### src/sv/grbe_pkg.sv
// Package for the glyph row bit-plane expander: types, register codes and pixel functions.
`default_nettype none

package grbe_pkg;

  // Register indexes on the configuration port.
  localparam logic [2:0] REG_COLOUR_PAIR    = 3'd0;
  localparam logic [2:0] REG_DEEP_PIXELS    = 3'd1;
  localparam logic [2:0] REG_TEXT_HEIGHT    = 3'd2;
  localparam logic [2:0] REG_BYTES_PER_LINE = 3'd3;
  localparam logic [2:0] REG_WINDOW_LEFT    = 3'd4;
  localparam logic [2:0] REG_WINDOW_RIGHT   = 3'd5;
  localparam logic [2:0] REG_WINDOW_TOP     = 3'd6;
  localparam logic [2:0] REG_WINDOW_BOTTOM  = 3'd7;

  // Number of colour planes present.
  localparam logic [2:0] PLANE_COUNT = 3'd3;

  // Bounds of the character codes that are never drawn: every code below the first printable one, and delete.
  localparam logic [7:0] CHAR_FIRST_PRINT = 8'd32;
  localparam logic [7:0] CHAR_DELETE      = 8'd127;

  localparam logic [1:0] COUNT_FLAT = 2'd1;
  localparam logic [1:0] COUNT_DEEP = 2'd2;

  localparam int unsigned OFFSET_W = 17;
  localparam int unsigned LINE_W   = 11;

  typedef struct packed {
    logic [11:0] colour_pair;
    logic        deep_pixels;
    logic [4:0]  text_height;
    logic [7:0]  bytes_per_line;
    logic [6:0]  window_left;
    logic [6:0]  window_right;
    logic [5:0]  window_top;
    logic [5:0]  window_bottom;
  } cfg_t;

  // Load enables of the three pipeline stages.
  typedef struct packed {
    logic s1;
    logic s2;
    logic s3;
  } adv_t;

  // 64-colour mode: each nibble bit becomes a 2-bit pixel with the plane's fg or bg code.
  function automatic logic [7:0] deep_byte(input logic [3:0] nib, input logic [1:0] plane,
                                           input logic [11:0] colour);
    logic [5:0] fg;
    logic [5:0] bg;
    logic [1:0] fc;
    logic [1:0] bc;
    logic [7:0] px;
    fg = colour[5:0];
    bg = colour[11:6];
    fc = {fg[{1'b0, plane}], fg[{1'b0, plane} + 3'd3]};
    bc = {bg[{1'b0, plane}], bg[{1'b0, plane} + 3'd3]};
    for (int i = 0; i < 4; i++) begin
      px[2*i +: 2] = {2{nib[i]}};
    end
    return (px & {4{fc}}) | (~px & {4{bc}});
  endfunction

  // 8-colour mode: the row, its inverse, all ones or all zeros.
  function automatic logic [7:0] flat_byte(input logic [7:0] row, input logic [1:0] plane,
                                           input logic [11:0] colour);
    logic f;
    logic b;
    f = colour[{2'b00, plane}];
    b = colour[4'd6 + {2'b00, plane}];
    if (f == b) begin
      return {8{f}};
    end
    return f ? row : ~row;
  endfunction

endpackage

`default_nettype wire

### src/sv/glyph_row_bitplane_expand.sv
// An accepted input beat passes the three register stages to its output beat; a stall holds it.
// Throughput: one beat per cycle while the output is not stalled; the three register stages each hold one beat.
// Dropped rows (control codes, outside window, absent plane, line past height) leave no beat.
// Output stage is the last pipeline register; with a result waiting, input needs a free stage.
// Reset clears the valid bits and loads config defaults; the datapath registers are not reset.
`default_nettype none

module glyph_row_bitplane_expand #(
  parameter logic [2:0] PLANE_COUNT = grbe_pkg::PLANE_COUNT
) (
  input  wire logic        clk_i,
  input  wire logic        rst_ni,
  input  wire logic        s_axis_tvalid_i,
  output logic             s_axis_tready_o,
  // tdata: char_code[7:0], cell_column[14:8], cell_row[20:15], glyph_line[24:21],
  //        glyph_bits[32:25], zero fill [39:33]
  input  wire logic [39:0] s_axis_tdata_i,
  // tuser: plane_index[1:0]
  input  wire logic [1:0]  s_axis_tuser_i,
  output logic             m_axis_tvalid_o,
  input  wire logic        m_axis_tready_i,
  // tdata: byte_offset[16:0], first_byte[24:17], second_byte[32:25], byte_count[34:33],
  //        zero fill [39:35]
  output logic [39:0]      m_axis_tdata_o,
  // tuser: plane_out[1:0]
  output logic [1:0]       m_axis_tuser_o,
  input  wire logic        cfg_valid_i,
  output logic             cfg_ready_o,
  input  wire logic [2:0]  cfg_index_i,
  input  wire logic [11:0] cfg_data_i
);

  grbe_pkg::cfg_t cfg;
  grbe_pkg::adv_t adv;

  logic [7:0]  char_code;
  logic [6:0]  cell_column;
  logic [5:0]  cell_row;
  logic [3:0]  glyph_line;
  logic [7:0]  glyph_bits;
  logic [1:0]  plane_index;
  logic        keep;
  logic        v1_q;
  logic        v2_q;
  logic        v3_q;
  logic        v1_d;
  logic        v2_d;
  logic        v3_d;
  logic [16:0] byte_offset;
  logic [1:0]  plane_out;
  logic [7:0]  first_byte;
  logic [7:0]  second_byte;
  logic [1:0]  byte_count;

  assign char_code   = s_axis_tdata_i[7:0];
  assign cell_column = s_axis_tdata_i[14:8];
  assign cell_row    = s_axis_tdata_i[20:15];
  assign glyph_line  = s_axis_tdata_i[24:21];
  assign glyph_bits  = s_axis_tdata_i[32:25];
  assign plane_index = s_axis_tuser_i;

  grbe_cfg u_cfg (
    .clk_i       (clk_i),
    .rst_ni      (rst_ni),
    .cfg_valid_i (cfg_valid_i),
    .cfg_ready_o (cfg_ready_o),
    .cfg_index_i (cfg_index_i),
    .cfg_data_i  (cfg_data_i),
    .cfg_o       (cfg)
  );

  // A row is drawn only when every window and range check passes.
  assign keep = (char_code >= grbe_pkg::CHAR_FIRST_PRINT) &&
                (char_code != grbe_pkg::CHAR_DELETE) &&
                (cell_column >= cfg.window_left) && (cell_column <= cfg.window_right) &&
                (cell_row >= cfg.window_top) && (cell_row <= cfg.window_bottom) &&
                ({1'b0, plane_index} < PLANE_COUNT) &&
                ({1'b0, glyph_line} < cfg.text_height);

  // A stage loads when it is empty or the stage after it moves on.
  assign adv.s3 = !v3_q || m_axis_tready_i;
  assign adv.s2 = !v2_q || adv.s3;
  assign adv.s1 = !v1_q || adv.s2;

  assign s_axis_tready_o = adv.s1;

  assign v1_d = adv.s1 ? (s_axis_tvalid_i && keep) : v1_q;
  assign v2_d = adv.s2 ? v1_q : v2_q;
  assign v3_d = adv.s3 ? v2_q : v3_q;

  always_ff @(posedge clk_i or negedge rst_ni) begin
    if (!rst_ni) begin
      v1_q <= 1'b0;
      v2_q <= 1'b0;
      v3_q <= 1'b0;
    end else begin
      v1_q <= v1_d;
      v2_q <= v2_d;
      v3_q <= v3_d;
    end
  end

  grbe_addr u_addr (
    .clk_i         (clk_i),
    .adv_i         (adv),
    .cfg_i         (cfg),
    .cell_column_i (cell_column),
    .cell_row_i    (cell_row),
    .glyph_line_i  (glyph_line),
    .byte_offset_o (byte_offset)
  );

  grbe_pix u_pix (
    .clk_i         (clk_i),
    .adv_i         (adv),
    .cfg_i         (cfg),
    .glyph_bits_i  (glyph_bits),
    .plane_index_i (plane_index),
    .plane_out_o   (plane_out),
    .first_byte_o  (first_byte),
    .second_byte_o (second_byte),
    .byte_count_o  (byte_count)
  );

  assign m_axis_tvalid_o = v3_q;
  assign m_axis_tdata_o  = {5'b00000, byte_count, second_byte, first_byte, byte_offset};
  assign m_axis_tuser_o  = plane_out;

endmodule

`default_nettype wire

### src/sv/grbe_cfg.sv
// Configuration register file of the glyph row bit-plane expander.
`default_nettype none

module grbe_cfg (
  input  wire logic               clk_i,
  input  wire logic               rst_ni,
  input  wire logic               cfg_valid_i,
  output logic                    cfg_ready_o,
  input  wire logic [2:0]         cfg_index_i,
  input  wire logic [11:0]        cfg_data_i,
  output grbe_pkg::cfg_t          cfg_o
);

  grbe_pkg::cfg_t cfg_q;
  grbe_pkg::cfg_t cfg_d;

  assign cfg_ready_o = 1'b1;
  assign cfg_o       = cfg_q;

  always_comb begin
    cfg_d = cfg_q;
    if (cfg_valid_i) begin
      case (cfg_index_i)
        grbe_pkg::REG_COLOUR_PAIR:    cfg_d.colour_pair    = cfg_data_i;
        grbe_pkg::REG_DEEP_PIXELS:    cfg_d.deep_pixels    = cfg_data_i[0];
        grbe_pkg::REG_TEXT_HEIGHT:    cfg_d.text_height    = cfg_data_i[4:0];
        grbe_pkg::REG_BYTES_PER_LINE: cfg_d.bytes_per_line = cfg_data_i[7:0];
        grbe_pkg::REG_WINDOW_LEFT:    cfg_d.window_left    = cfg_data_i[6:0];
        grbe_pkg::REG_WINDOW_RIGHT:   cfg_d.window_right   = cfg_data_i[6:0];
        grbe_pkg::REG_WINDOW_TOP:     cfg_d.window_top     = cfg_data_i[5:0];
        grbe_pkg::REG_WINDOW_BOTTOM:  cfg_d.window_bottom  = cfg_data_i[5:0];
        default: cfg_d = cfg_q;
      endcase
    end
  end

  always_ff @(posedge clk_i or negedge rst_ni) begin
    if (!rst_ni) begin
      cfg_q.colour_pair    <= 12'd7;
      cfg_q.deep_pixels    <= 1'b0;
      cfg_q.text_height    <= 5'd8;
      cfg_q.bytes_per_line <= 8'd80;
      cfg_q.window_left    <= 7'd0;
      cfg_q.window_right   <= 7'd79;
      cfg_q.window_top     <= 6'd0;
      cfg_q.window_bottom  <= 6'd29;
    end else begin
      cfg_q <= cfg_d;
    end
  end

endmodule

`default_nettype wire

### src/sv/grbe_addr.sv
// Byte offset datapath: line index, line times pitch, then the column term.
`default_nettype none

module grbe_addr (
  input  wire logic                              clk_i,
  input  wire grbe_pkg::adv_t                    adv_i,
  input  wire grbe_pkg::cfg_t                    cfg_i,
  input  wire logic [6:0]                        cell_column_i,
  input  wire logic [5:0]                        cell_row_i,
  input  wire logic [3:0]                        glyph_line_i,
  output logic [grbe_pkg::OFFSET_W-1:0]          byte_offset_o
);

  localparam int unsigned LW = grbe_pkg::LINE_W;
  localparam int unsigned OW = grbe_pkg::OFFSET_W;

  logic [LW-1:0]  line_d;
  logic [LW-1:0]  line_q;
  logic [6:0]     col1_q;
  logic [18:0]    prod_d;
  logic [OW-1:0]  prod_q;
  logic [7:0]     colterm_d;
  logic [7:0]     colterm_q;
  logic [OW-1:0]  offset_d;
  logic [OW-1:0]  offset_q;

  // Pixel line number across the whole screen.
  assign line_d = LW'(cell_row_i) * LW'(cfg_i.text_height) + LW'(glyph_line_i);

  // Each cell is two bytes wide in 64-colour mode.
  assign prod_d    = line_q * cfg_i.bytes_per_line;
  assign colterm_d = cfg_i.deep_pixels ? {col1_q, 1'b0} : {1'b0, col1_q};
  assign offset_d  = prod_q + OW'(colterm_q);

  always_ff @(posedge clk_i) begin
    if (adv_i.s1) begin
      line_q <= line_d;
      col1_q <= cell_column_i;
    end
    if (adv_i.s2) begin
      prod_q    <= prod_d[OW-1:0];
      colterm_q <= colterm_d;
    end
    if (adv_i.s3) begin
      offset_q <= offset_d;
    end
  end

  assign byte_offset_o = offset_q;

endmodule

`default_nettype wire

### src/sv/grbe_pix.sv
// Pixel datapath: expands the glyph row into one or two plane bytes.
`default_nettype none

module grbe_pix (
  input  wire logic           clk_i,
  input  wire grbe_pkg::adv_t adv_i,
  input  wire grbe_pkg::cfg_t cfg_i,
  input  wire logic [7:0]     glyph_bits_i,
  input  wire logic [1:0]     plane_index_i,
  output logic [1:0]          plane_out_o,
  output logic [7:0]          first_byte_o,
  output logic [7:0]          second_byte_o,
  output logic [1:0]          byte_count_o
);

  logic [7:0] bits1_q;
  logic [1:0] plane1_q;
  logic [1:0] plane2_q;
  logic [1:0] plane3_q;
  logic [7:0] first_d;
  logic [7:0] second_d;
  logic [1:0] count_d;
  logic [7:0] first_q;
  logic [7:0] second_q;
  logic [1:0] count_q;
  logic [7:0] first3_q;
  logic [7:0] second3_q;
  logic [1:0] count3_q;

  always_comb begin
    if (cfg_i.deep_pixels) begin
      first_d  = grbe_pkg::deep_byte(bits1_q[7:4], plane1_q, cfg_i.colour_pair);
      second_d = grbe_pkg::deep_byte(bits1_q[3:0], plane1_q, cfg_i.colour_pair);
      count_d  = grbe_pkg::COUNT_DEEP;
    end else begin
      first_d  = grbe_pkg::flat_byte(bits1_q, plane1_q, cfg_i.colour_pair);
      second_d = 8'h00;
      count_d  = grbe_pkg::COUNT_FLAT;
    end
  end

  always_ff @(posedge clk_i) begin
    if (adv_i.s1) begin
      bits1_q  <= glyph_bits_i;
      plane1_q <= plane_index_i;
    end
    if (adv_i.s2) begin
      first_q  <= first_d;
      second_q <= second_d;
      count_q  <= count_d;
      plane2_q <= plane1_q;
    end
    if (adv_i.s3) begin
      first3_q  <= first_q;
      second3_q <= second_q;
      count3_q  <= count_q;
      plane3_q  <= plane2_q;
    end
  end

  assign plane_out_o   = plane3_q;
  assign first_byte_o  = first3_q;
  assign second_byte_o = second3_q;
  assign byte_count_o  = count3_q;

endmodule

`default_nettype wire

### config.mk
export PLATFORM = sky130hd
export DESIGN_NAME = glyph_row_bitplane_expand
export DESIGN_NICKNAME = d
export VERILOG_FILES = /design/src/sv/grbe_pkg.sv /design/src/sv/glyph_row_bitplane_expand.sv /design/src/sv/grbe_cfg.sv /design/src/sv/grbe_addr.sv /design/src/sv/grbe_pix.sv
export SDC_FILE = /design/constraint.sdc
export NUM_CORES = 1
export LEC_CHECK = 0
export ABC_AREA = 1
export BUFFER_PORTS_ARGS = -buffer_cell sky130_fd_sc_hd__buf_2
export CORE_MARGIN = 3
export CORE_UTILIZATION = 53
export DETAILED_ROUTE_END_ITERATION = 10
export HOLD_SLACK_MARGIN = 0.08
export PLACE_DENSITY = 0.81
export SKIP_LAST_GASP = 1
export SYNTH_ARGS = -nofsm -noshare
export SYNTH_HDL_FRONTEND = slang
export SYNTH_SLANG_ARGS = --single-unit
### constraint.sdc
create_clock -name clk_i -period 5.55 [get_ports clk_i]
set_input_delay 0.8325 -clock clk_i [delete_from_list [all_inputs] [get_ports clk_i]]
set_output_delay 0.8325 -clock clk_i [all_outputs]
set_load 0.005 [all_outputs]
==> results of run 1 <==
[power by group through the flow]
stage / clock [mW] / combinational (mW) / sequential (mW)
finish: 1.16 / 3.22 / 2.07
global route: 1.24 / 3.80 / 2.11
CTS: 1.18 / 3.25 / 2.07
detailed placement: 0 / 3.21 / 2.09
global placement: 0 / 3.10 / 2.07
floorplan: 0 / 2.59 / 1.94
[per-layer routing]
layer / global-route usage / vias to the layer above / share of wire
met5: 0 / - / 0
met4: 0.0521 / 0 / 0.011
met3: 0.0287 / 21 / 0.062
met2: 0.358 / 290 / 0.51
met1: 0.253 / 3931 / 0.42
li1: - / 4202 / -
[registers in the layout, summed over array words and instances, names as in the netlist, 7 cells and up]
register,count
u_addr.line_q,11
u_addr.col1_q,7
u_pix.first_q,8
u_addr.byte_offset_o,17
u_cfg.cfg_o,52
u_addr.prod_q,17
u_pix.bits1_q,8
u_pix.second_byte_o,8
u_pix.second_q,8
u_pix.first_byte_o,8
u_addr.colterm_q,8
[cell usage in the layout, fill, tap and decap left out, types with 5 or more instances in the layout]
cell	Yosys	routed
o21ai_1	54	54
ha_1	91	91
inv_1	294	294
xor2_1	26	26
o21ai_2	12	12
dfrtp_1	40	40
edfxtp_1	110	110
nand2_1	353	353
nor2_1	60	60
buf_2	9	93
o21ai_0	19	19
buf_4	6	5
dfstp_2	15	15
nand4_1	7	7
xnor2_1	6	6
nand3_1	47	47
a21oi_1	29	29
conb_1	2	6
clkbuf_16	0	17
fa_1	70	70
inv_8	0	8
[layout make-up]
type                            count  area [um^2]  share of cell area
Sequential cell                   165         4700               0.367
Multi-Input combinational cell    812         5520               0.432
Tap cell                          275          344              0.0269
Inverter                          298         1120              0.0875
Clock inverter                     15          175              0.0137
Clock buffer                       17          425              0.0333
Timing Repair Buffer               98          503              0.0393
[worst max path at each step]
stage                                     start                          end  slack, ps  depth (start not counted)
floorplan           u_cfg.cfg_o[30]$_DFFE_PN1P_  u_addr.prod_q[16]$_DFFE_PP_       1300                         16
global placement    u_cfg.cfg_o[30]$_DFFE_PN1P_  u_addr.prod_q[16]$_DFFE_PP_       1180                         15
detailed placement  u_cfg.cfg_o[30]$_DFFE_PN1P_  u_addr.prod_q[16]$_DFFE_PP_       1120                         15
CTS                 u_cfg.cfg_o[30]$_DFFE_PN1P_  u_addr.prod_q[16]$_DFFE_PP_       1100                         15
global route        u_cfg.cfg_o[30]$_DFFE_PN1P_  u_addr.prod_q[16]$_DFFE_PP_        910                         15
finish              u_cfg.cfg_o[30]$_DFFE_PN1P_  u_addr.prod_q[16]$_DFFE_PP_       1100                         15
[kinds of logic (layout without fill, tap and decap cells)]
logic type,Yosys count,after routing,synth area share
and+or+nand+nor,483,483,0.168
buffers and inverters,339,428,0.116
DFF,165,165,0.407
adders and majority gates,161,161,0.220
AOI/OAI and AO/OA,127,127,0.0615
xor gates and xnor gates,32,32,0.0243
muxes,3,3,0.00293
other,2,6,0.000651
[metrics by stage]
step                total power [mW]  setup WS [ps]
global placement                5.17           1180
CTS                             6.50           1100
finish                          6.45           1100
global route                    7.15            914
detailed placement              5.30           1120
floorplan                       4.53           1300
[worst max-delay path, stage by stage, from the launching register on]
cell and delay (ps):
dfstp_2 690, nand2_1 120, fa_1 540, inv_1 50, fa_1 470, fa_1 540
inv_1 50, fa_1 530, inv_1 50, ha_1 340, a21oi_1 280, o21ai_0 170
a21oi_1 200, nand2_1 70, nand2_1 60, nand2_1 40
==> results.py, run 1 <==
metrics = {
    "worst_setup_path": {
        "r2r-start": "u_cfg.cfg_o[30]$_DFFE_PN1P_",
        "required_ps": 5740,
        "crit_path_end_kind": "register",
        "crit_path_start_kind": "register",
        "cp_max_fo": 12,
        "arrival_ps": 4640,
        "crit_type": "register to register",
        "reg2reg_slack_ps": 1100,
        "r2r_cells": 15,
        "reg2reg_to": "u_addr.prod_q[16]$_DFFE_PP_",
    },
    "clock_tree": {
        "cts.sinks": 165,
        "hold_buffers": 0,
        "clkTransAtPathRegs_ps": 70,
        "cts_buffers": 17,
        "htree_levels": 4,
        "cts_buffer_depth": 2,
        "post-cts-setup-buffers": 0,
        "tritoncts": "yes",
        "postCtsResizedCells": 0,
        "insertion_delay_ps": 430,
        "cts-root-buf": "clkbuf_16",
    },
    "yosys": {
        "synth_ff_type": "edfxtp_1",
        "synthArstFlopShare": 0.333,
        "synth_top_area_frac": 0.286,
        "synth_most_common_cell": "nand2_1",
        "synth_top_cell_by_area": "edfxtp_1",
        "ys_types": 38,
        "ys_ff_latch": 165,
        "synth_area_um2": 11500,
        "avgSynthCellArea_um2": 8.80,
        "synthCells": 1312,
        "synth-edff-count": 110,
        "synth_area_leaders": "edfxtp_1 29%, fa_1 12%, nand2_1 11%",
        "ys_top_cells_by_count": "353 x nand2_1, 294 x inv_1, 110 x edfxtp_1",
        "ys_warn_count": 0,
        "seq_area_frac_synth": 0.407,
    },
    "global_routing": {
        "antenna_found_initial": 0,
        "grt_pass1_vias": 8473,
        "grt_pass1_wl_um": 38800,
        "grt_max_degree": 56,
        "gr-total-overflow": 0,
        "grt.total_usage": 0.199,
    },
    "sta": {
        "whs_ps": 421,
        "slew_headroom": 0.539,
        "setup_viol": 0,
        "maxSlewViolCount": 0,
        "rsz0062_at_grt": "false",
        "min_period_ps": 4450,
        "timing.final.crit_share": 0.802,
        "max_freq_mhz": 225,
        "tightest_slew_ps": 689,
        "hold_viol": 0,
        "fin_skew_ps": 11.6,
        "fin_setup_tns_ps": 0,
    },
    "power": {
        "combinationalPowerShare": 0.499,
        "netSwitchingPower_mw": 2.76,
        "total_leakage_power_nw": 7.02,
        "vdd_drop_max_uv": 342,
        "power_frac_seq": 0.321,
        "p_per_area_nw_per_um2": 504,
        "p_int_mw": 3.69,
        "swShare": 0.428,
        "power.clock.fraction": 0.180,
    },
    "drt": {
        "via_count": 8444,
        "ant_nets": 0,
        "firstDrtPassIters": 5,
        "wl_um": 22500,
        "dr.first_iter.drc_count": 608,
        "avgViaCountPerCell": 5.03,
        "drt-wirelength-per-cell_um": 13.4,
        "drc_errors": 0,
    },
    "run": {
        "cap_violations": 0,
    },
    "finish": {
        "final_area_um2": 12800,
        "n_fill_cell": 1764,
        "drive_gt1_frac": 0.119,
        "final_util": 0.603,
        "area_growth_syn_to_layout_pct": 10.8,
        "fin_nets": 1615,
        "layoutNonFillerInstCount": 1680,
        "antenna_cells": 0,
    },
    "hold_path": {
        "min-delay-start": "u_pix.second_q[3]$_SDFFCE_PN0P_",
        "min_to": "u_pix.second_byte_o[3]$_DFFE_PP_",
        "hold_class": "register to register",
        "min_path_cells": 0,
    },
    "die": {
        "core_um2": 21200,
        "start_util": 0.544,
        "dieArea_um2": 23600,
        "fp.dieW_um": 154,
        "die_h_um": 154,
        "io_pins": 107,
        "rows": 53,
    },
    "place": {
        "gp_congestion": 0.864,
        "dpl.hpwl_um": 17400,
        "port_buffers": 93,
        "dpl-instance-area_um2": 12200,
        "dp_cells": 1648,
    },
    "outcome": {
        "status": "complete, no violations",
    },
}
Power figures use the tool's default switching activity.
==> inputs of run 2 (changes only) <==
--- a/config.mk
+++ b/config.mk
@@ -11,7 +11,7 @@
 export CORE_UTILIZATION = 53
 export DETAILED_ROUTE_END_ITERATION = 10
 export HOLD_SLACK_MARGIN = 0.08
-export PLACE_DENSITY = 0.81
+export PLACE_DENSITY = 0.84
 export SKIP_LAST_GASP = 1
 export SYNTH_ARGS = -nofsm -noshare
 export SYNTH_HDL_FRONTEND = slang
==> constraint.sdc (replaced) <==
create_clock -name clk_i -period 3.75 [get_ports clk_i]
set_input_delay 0.5625 -clock clk_i [delete_from_list [all_inputs] [get_ports clk_i]]
set_output_delay 0.5625 -clock clk_i [all_outputs]
set_load 0.005 [all_outputs]
==> run 2 against run 1 <==
Compared with the run above:
- the run now ends with negative setup slack left
- die area unchanged
- sequential cell count is the same
- utilization up 5.1 points
- first-iteration DRC count up 14%
- clock power rose by 52%
- via count up 10%
- clock skew is 3.1 ps higher
- worst setup slack worse by 1400 ps
- critical path depth grew 2
- critical path type unchanged
- largest power group unchanged
==> results.py, run 2 (same netlist as run 1, synthesis figures left out) <==
metrics = {
    "drt": {
        "wl_um": 27000,
        "dr.first_iter.drc_count": 694,
        "firstDrtPassIters": 5,
        "via_count": 9288,
        "drt-wirelength-per-cell_um": 15.3,
        "drc_errors": 0,
        "ant_nets": 0,
        "avgViaCountPerCell": 5.27,
    },
    "clock_tree": {
        "cts-root-buf": "clkbuf_16",
        "tritoncts": "yes",
        "cts.sinks": 165,
        "cts_buffer_depth": 2,
        "cts_buffers": 17,
        "htree_levels": 4,
        "insertion_delay_ps": 450,
        "hold_buffers": 0,
        "clkTransAtPathRegs_ps": 70,
    },
    "worst_setup_path": {
        "slowest_delay_ps": 570,
        "reg2reg_slack_ps": -330,
        "r2r-start": "u_cfg.cfg_o[30]$_DFFE_PN1P_",
        "crit_path_end_kind": "register",
        "path_delay_family": "adder cells",
        "cp_cell_sequence": "buf_6, buf_4, buf_6, nand2_2, inv_2, fa_1, ha_1, inv_2, fa_1, fa_1, inv_2, ha_4, nand2_2, o21ai_4, buf_4, a21oi_2, xor2_1",
        "reg2reg_to": "u_addr.prod_q[11]$_DFFE_PP_",
        "required_ps": 3950,
        "crit_type": "register to register",
        "arrival_ps": 4270,
        "crit_buf_inv": 7,
        "r2r_cells": 17,
        "cp_max_fo": 4,
        "crit_path_start_kind": "register",
        "cp_slowest_cell": "dfstp_2",
    },
    "finish": {
        "multi_input_area_um2": 5890,
        "regArea_um2": 4700,
        "n_fill_cell": 1508,
        "fin_nets": 1699,
        "antenna_cells": 0,
        "area_growth_syn_to_layout_pct": 20.1,
        "final_cell_mix": "337 x nand2_1, 273 x inv_1, 110 x edfxtp_1, 93 x buf_2, 82 x ha_1",
        "final_common_cell": "nand2_1",
        "largest_reg_flops": 52,
        "drive_gt1_frac": 0.221,
    },
    "hold_path": {
        "min-delay-start": "s_axis_tdata_i[26]",
        "min_path_cells": 1,
        "hold_class": "input port to register",
        "min_to": "u_pix.bits1_q[1]$_DFFE_PP_",
    },
    "sta": {
        "whs_ps": 291,
        "worst_slack_ps": -327,
        "setup_viol": 10,
        "fin_skew_ps": 14.7,
        "max_freq_mhz": 245,
        "maxSlewViolCount": 0,
        "tightest_slew_ps": 1010,
        "slew_headroom": 0.325,
        "timing.final.crit_share": 1.09,
        "min_period_ps": 4080,
        "fin_setup_tns_ps": -2530,
        "rsz0062_at_grt": "true",
        "hold_viol": 0,
    },
    "global_routing": {
        "grt.total_usage": 0.220,
        "grt_pass1_vias": 9357,
        "antenna_found_initial": 0,
        "gr-total-overflow": 0,
        "grt_max_degree": 46,
        "grt_pass1_wl_um": 42800,
    },
    "power": {
        "vdd_drop_max_uv": 977,
        "p_per_area_nw_per_um2": 942,
        "total_leakage_power_nw": 7.48,
    },
    "die": {
        "core_um2": 21200,
        "start_util": 0.544,
        "dieArea_um2": 23600,
        "rows": 53,
        "die_h_um": 154,
        "io_pins": 107,
        "fp.dieW_um": 154,
    },
    "place": {
        "dpl.hpwl_um": 18800,
        "port_buffers": 93,
        "gp_congestion": 0.870,
    },
    "outcome": {
        "status": "complete, but fails checks",
        "violations": "negative setup slack",
    },
    "run": {
        "cap_violations": 0,
    },
}
-- run 2: changes by cell type in the layout (fill, tap and decap cells not counted), sizes merged --
cell,delta
clkbuf,+1
clkinv,-1
inv,+1
buf,+83
-- run 2: how the worst max path moves through the flow --
stage | cells past startpoint | startpoint | to | slack [ps]
6_report | 17 | u_cfg.cfg_o[30]$_DFFE_PN1P_ | u_addr.prod_q[11]$_DFFE_PP_ | -330
5_1_grt | 17 | u_cfg.cfg_o[30]$_DFFE_PN1P_ | u_addr.prod_q[11]$_DFFE_PP_ | -480
4_1_cts | 20 | u_cfg.cfg_o[30]$_DFFE_PN1P_ | u_addr.prod_q[15]$_DFFE_PP_ | -230
3_5_place_dp | 15 | u_cfg.cfg_o[30]$_DFFE_PN1P_ | u_addr.prod_q[16]$_DFFE_PP_ | -280
3_3_place_gp | 15 | u_cfg.cfg_o[30]$_DFFE_PN1P_ | u_addr.prod_q[16]$_DFFE_PP_ | -220
2_1_floorplan | 19 | u_cfg.cfg_o[33]$_DFFE_PN0P_ | u_addr.prod_q[15]$_DFFE_PP_ | -70
-- run 2: timing repair --
| action | in CTS | in global routing |
|---|---|---|
| endpoints found under the setup margin | 11 | 13 |
| buffers inserted | 15 | 21 |
| gates cloned | 0 | 0 |
| gates resized for setup | 29 | 49 |
| pin swaps | 10 | 42 |
-- run 2: per-stage QoR --
| step | power (mW) | setup slack, ps | cell area (um^2) | util | instances |
|---|---|---|---|---|---|
| final | 13.1 | -327 | 13900 | 0.653 | 1764 |
| after global routing | 14.0 | -477 | 13900 | 0.653 | 1764 |
| after CTS | 12.0 | -226 | 13500 | 0.638 | 1743 |
| after detailed placement | 9.56 | -283 | 12700 | 0.599 | 1696 |
| after global placement | 9.24 | -219 | 12700 | 0.599 | 1696 |
| after floorplan | 7.62 | -66.3 | 11800 | - | 1316 |
-- run 2: layer usage --
layer | track usage | wire length (um) | vias to the layer above
met2 | 0.410 | 14300 | 411
li1 | - | - | 4361
met4 | 0.0833 | 947 | 0
met1 | 0.256 | 10000 | 4428
met3 | 0.0335 | 1710 | 88
met5 | 0 | 0 | -
-- run 2: cell type report --
class | count | share of cell area
clock buffer | 17 | 0.0307
multi-input combinational | 812 | 0.425
tap | 275 | 0.0248
inverter | 298 | 0.0807
sequential | 165 | 0.339
timing repair buffer | 182 | 0.0867
clock inverter | 15 | 0.0126
-- run 2: report_power, final --
group | internal [mW] | switching, mW
Combinational | 3.74 | 4.56
Sequential | 2.69 | 0.302
Clock | 0.903 | 0.854
Total | 7.33 | 5.72
-- run 2: worst register-to-register path: stages (launching register included) --
cell,delay (ps)
dfstp_2,570
buf_6,130
buf_4,110
buf_6,90
nand2_2,50
inv_2,50
fa_1,400
ha_1,310
inv_2,40
fa_1,490
fa_1,520
inv_2,50
ha_4,300
nand2_2,110
o21ai_4,230
buf_4,150
a21oi_2,50
xor2_1,170
==> inputs of run 3 (changes only) <==
--- a/config.mk
+++ b/config.mk
@@ -15,4 +15,5 @@
 export SKIP_LAST_GASP = 1
 export SYNTH_ARGS = -nofsm -noshare
 export SYNTH_HDL_FRONTEND = slang
+export SYNTH_HIERARCHICAL = 1
 export SYNTH_SLANG_ARGS = --single-unit
==> run 3 against run 2 <==
Compared with the run above:
- the run still ends with negative setup slack left
- non-clock buffer count shrank 23
- cell count up 4.6%
- synthesized area up 3.2%
- via count up 2.5%
- total power decreased by 6.4%
- highest routed layer unchanged
- combinational power shrank 11%
- count of clock-buffer cells in the layout is the same
- sequential cell count did not move
- cell area is 0.67% higher
- first-iteration DRC count rose by 8.4%
- synthesized cell count up 7.2%
- sequential share of layout area is 0.24 points lower
==> results.py, run 3 <==
metrics = {
    "outcome": {
        "status": "complete, but fails checks",
        "violations": "negative setup slack",
    },
    "sta": {
        "fin_setup_tns_ps": -2020,
        "maxSlewViolCount": 0,
        "max_freq_mhz": 249,
        "min_period_ps": 4020,
        "setup_viol": 9,
        "worst_slack_ps": -273,
        "rsz0062_at_grt": "true",
        "fin_skew_ps": 15.0,
        "slew_headroom": 0.266,
        "hold_viol": 0,
        "timing.final.crit_share": 1.07,
        "tightest_slew_ps": 1100,
    },
    "finish": {
        "largest_reg_flops": 52,
        "final_area_um2": 14000,
        "antenna_cells": 0,
        "final_cell_mix": "464 x nand2_1, 280 x inv_1, 110 x edfxtp_1, 93 x buf_2, 83 x ha_1",
        "final_util": 0.635,
        "fin_nets": 1775,
        "area_growth_syn_to_layout_pct": 17.2,
        "final_common_cell": "nand2_1",
        "drive_gt1_frac": 0.199,
    },
    "die": {
        "rows": 54,
        "io_pins": 107,
        "core_um2": 22000,
        "dieArea_um2": 24300,
        "start_util": 0.542,
        "fp.dieW_um": 156,
        "die_h_um": 156,
    },
    "worst_setup_path": {
        "slowest_delay_ps": 590,
        "crit_path_start_kind": "register",
        "cp_max_fo": 6,
        "arrival_ps": 4220,
        "cp_cell_sequence": "nand2_1, inv_1, fa_1, inv_1, fa_1, fa_1, fa_1, inv_1, ha_4, nand2_1, o21bai_2, nand2_1, nand4_1, nand2_1",
        "cp_slowest_cell": "fa_1",
        "crit_buf_inv": 3,
        "crit_path_end_kind": "register",
        "crit_type": "register to register",
        "path_delay_family": "adder cells",
        "required_ps": 3950,
    },
    "yosys": {
        "synth_top_area_frac": 0.277,
        "synth_top_cell_by_area": "edfxtp_1",
        "seq_area_frac_synth": 0.394,
        "synth_area_um2": 11900,
        "synth_most_common_cell": "nand2_1",
        "ys_types": 45,
        "synthCells": 1406,
        "ys_warn_count": 6,
        "synth-edff-count": 110,
        "synth_ff_type": "edfxtp_1",
        "avgSynthCellArea_um2": 8.47,
        "synth_area_leaders": "edfxtp_1 28%, nand2_1 15%, fa_1 12%",
        "synthArstFlopShare": 0.333,
        "ys_top_cells_by_count": "473 x nand2_1, 294 x inv_1, 110 x edfxtp_1",
        "ys_ff_latch": 165,
    },
    "clock_tree": {
        "cts-root-buf": "clkbuf_16",
        "cts_buffer_depth": 2,
        "insertion_delay_ps": 440,
        "clkTransAtPathRegs_ps": 80,
        "cts.sinks": 165,
        "tritoncts": "yes",
        "htree_levels": 4,
        "cts_buffers": 17,
    },
    "drt": {
        "firstDrtPassIters": 5,
        "dr.first_iter.drc_count": 752,
        "drc_errors": 0,
        "wl_um": 26800,
        "avgViaCountPerCell": 5.16,
        "via_count": 9521,
        "ant_nets": 0,
        "drt-wirelength-per-cell_um": 14.5,
    },
    "global_routing": {
        "gr-total-overflow": 0,
        "antenna_found_initial": 0,
        "grt.total_usage": 0.219,
        "grt_pass1_wl_um": 42900,
        "grt_pass1_vias": 9431,
        "grt_max_degree": 51,
    },
    "place": {
        "gp_congestion": 0.887,
        "place_ws_ps": -206,
        "port_buffers": 93,
        "dpl-instance-area_um2": 13000,
        "dpl.hpwl_um": 18900,
    },
    "power": {
        "netSwitchingPower_mw": 5.37,
        "total_leakage_power_nw": 7.83,
        "power_frac_seq": 0.244,
        "p_int_mw": 6.84,
        "power.total_mw": 12.2,
        "power.clock.fraction": 0.148,
        "swShare": 0.440,
        "p_per_area_nw_per_um2": 875,
        "combinationalPowerShare": 0.607,
        "vdd_drop_max_uv": 800,
    },
    "run": {
        "cap_violations": 0,
    },
    "hold_path": {
        "hold_class": "input port to register",
    },
}
[run 3: cell count changes in the layout (fill, tap and decap cells not counted), sizes merged, moves of 6 or more]
cell,previous run,this run
buf,181,159
nand2,357,488
nand3,47,85
nand4,7,13
o21ai,85,16
xor2,26,15
[run 3: power groups by stage]
| stage | Sequential [mW] | Combinational (mW) | Clock [mW] |
|---|---|---|---|
| floorplan | 2.87 | 4.91 | 0 |
| global placement | 3.00 | 6.29 | 0 |
| detailed placement | 3.02 | 6.59 | 0 |
| CTS | 2.97 | 6.96 | 1.83 |
| global route | 3.03 | 8.25 | 1.92 |
| finish | 2.98 | 7.42 | 1.81 |
[run 3: kinds of logic (layout without fill, tap and decap cells)]
| family | Yosys count | count (layout) | share of synthesized area |
|---|---|---|---|
| flops | 165 | 165 | 0.394 |
| simple gates | 663 | 663 | 0.235 |
| xor+xnor | 20 | 20 | 0.0147 |
| mux | 1 | 1 | 0.000945 |
| buf+inv | 341 | 496 | 0.113 |
| other cells | 2 | 6 | 0.000631 |
| compound gates | 53 | 53 | 0.0286 |
| fa+ha+maj | 161 | 161 | 0.213 |
[run 3: final timing paths]
path	from	to	slack, ps	depth (start not counted)
worst max-delay path	u_addr/line_q[5]$_DFFE_PP_	u_addr/prod_q[13]$_DFFE_PP_	-270	14
worst min-delay path	s_axis_tdata_i[26]	u_pix/bits1_q[1]$_DFFE_PP_	300	1
worst max register to register	u_addr/line_q[5]$_DFFE_PP_	u_addr/prod_q[13]$_DFFE_PP_	-270	14
worst min register to register	u_pix/count_q[0]$_DFFE_PP_	u_pix/byte_count_o[0]$_DFFE_PP_	420	0
max in group asynchronous	rst_ni	u_cfg/cfg_o[32]$_DFFE_PN1P_	2620	2
min in group asynchronous	rst_ni	u_cfg/cfg_o[49]$_DFFE_PN0P_	320	1
[run 3: worst register-to-register path, delay by kind of cell, from the launching register on]
family	cells	cell delay [ps]
DFF	1	500
AOI/OAI and AO/OA	1	200
buffers and inverters	3	200
and+or+nand+nor	5	540
adders and majority gates	5	2340
[run 3: through the flow]
step	hold slack [ps]	std cells
4_1_cts	285	1840
2_1_floorplan	267	1410
3_5_place_dp	405	1792
6_report	295	1845
5_1_grt	279	1845
3_3_place_gp	402	1792
[run 3: final cells by class]
cell class / count / area, um^2
multi-input combinational: 904 / 6130
tap: 280 / 350
clock buffer: 17 / 425
clock inverter: 15 / 211
inverter: 305 / 1140
fill: 1612 / 8010
timing repair buffer: 159 / 991
sequential: 165 / 4700
[run 3: routing by layer]
metal  part of all wire  track usage  vias up
met3              0.061       0.0388       99
li1                   -            -     4587
met4              0.036       0.0879        0
met1               0.38        0.261     4443
met2               0.52        0.392      392
met5                  0            0        -
[run 3: repair_timing]
| item | CTS | global route |
|---|---|---|
| pin swaps | 14 | 21 |
| resized for setup | 27 | 22 |
| endpoints found under the setup margin | 10 | 10 |
| setup buffers | 16 | 5 |
| hold buffers | 0 | 0 |
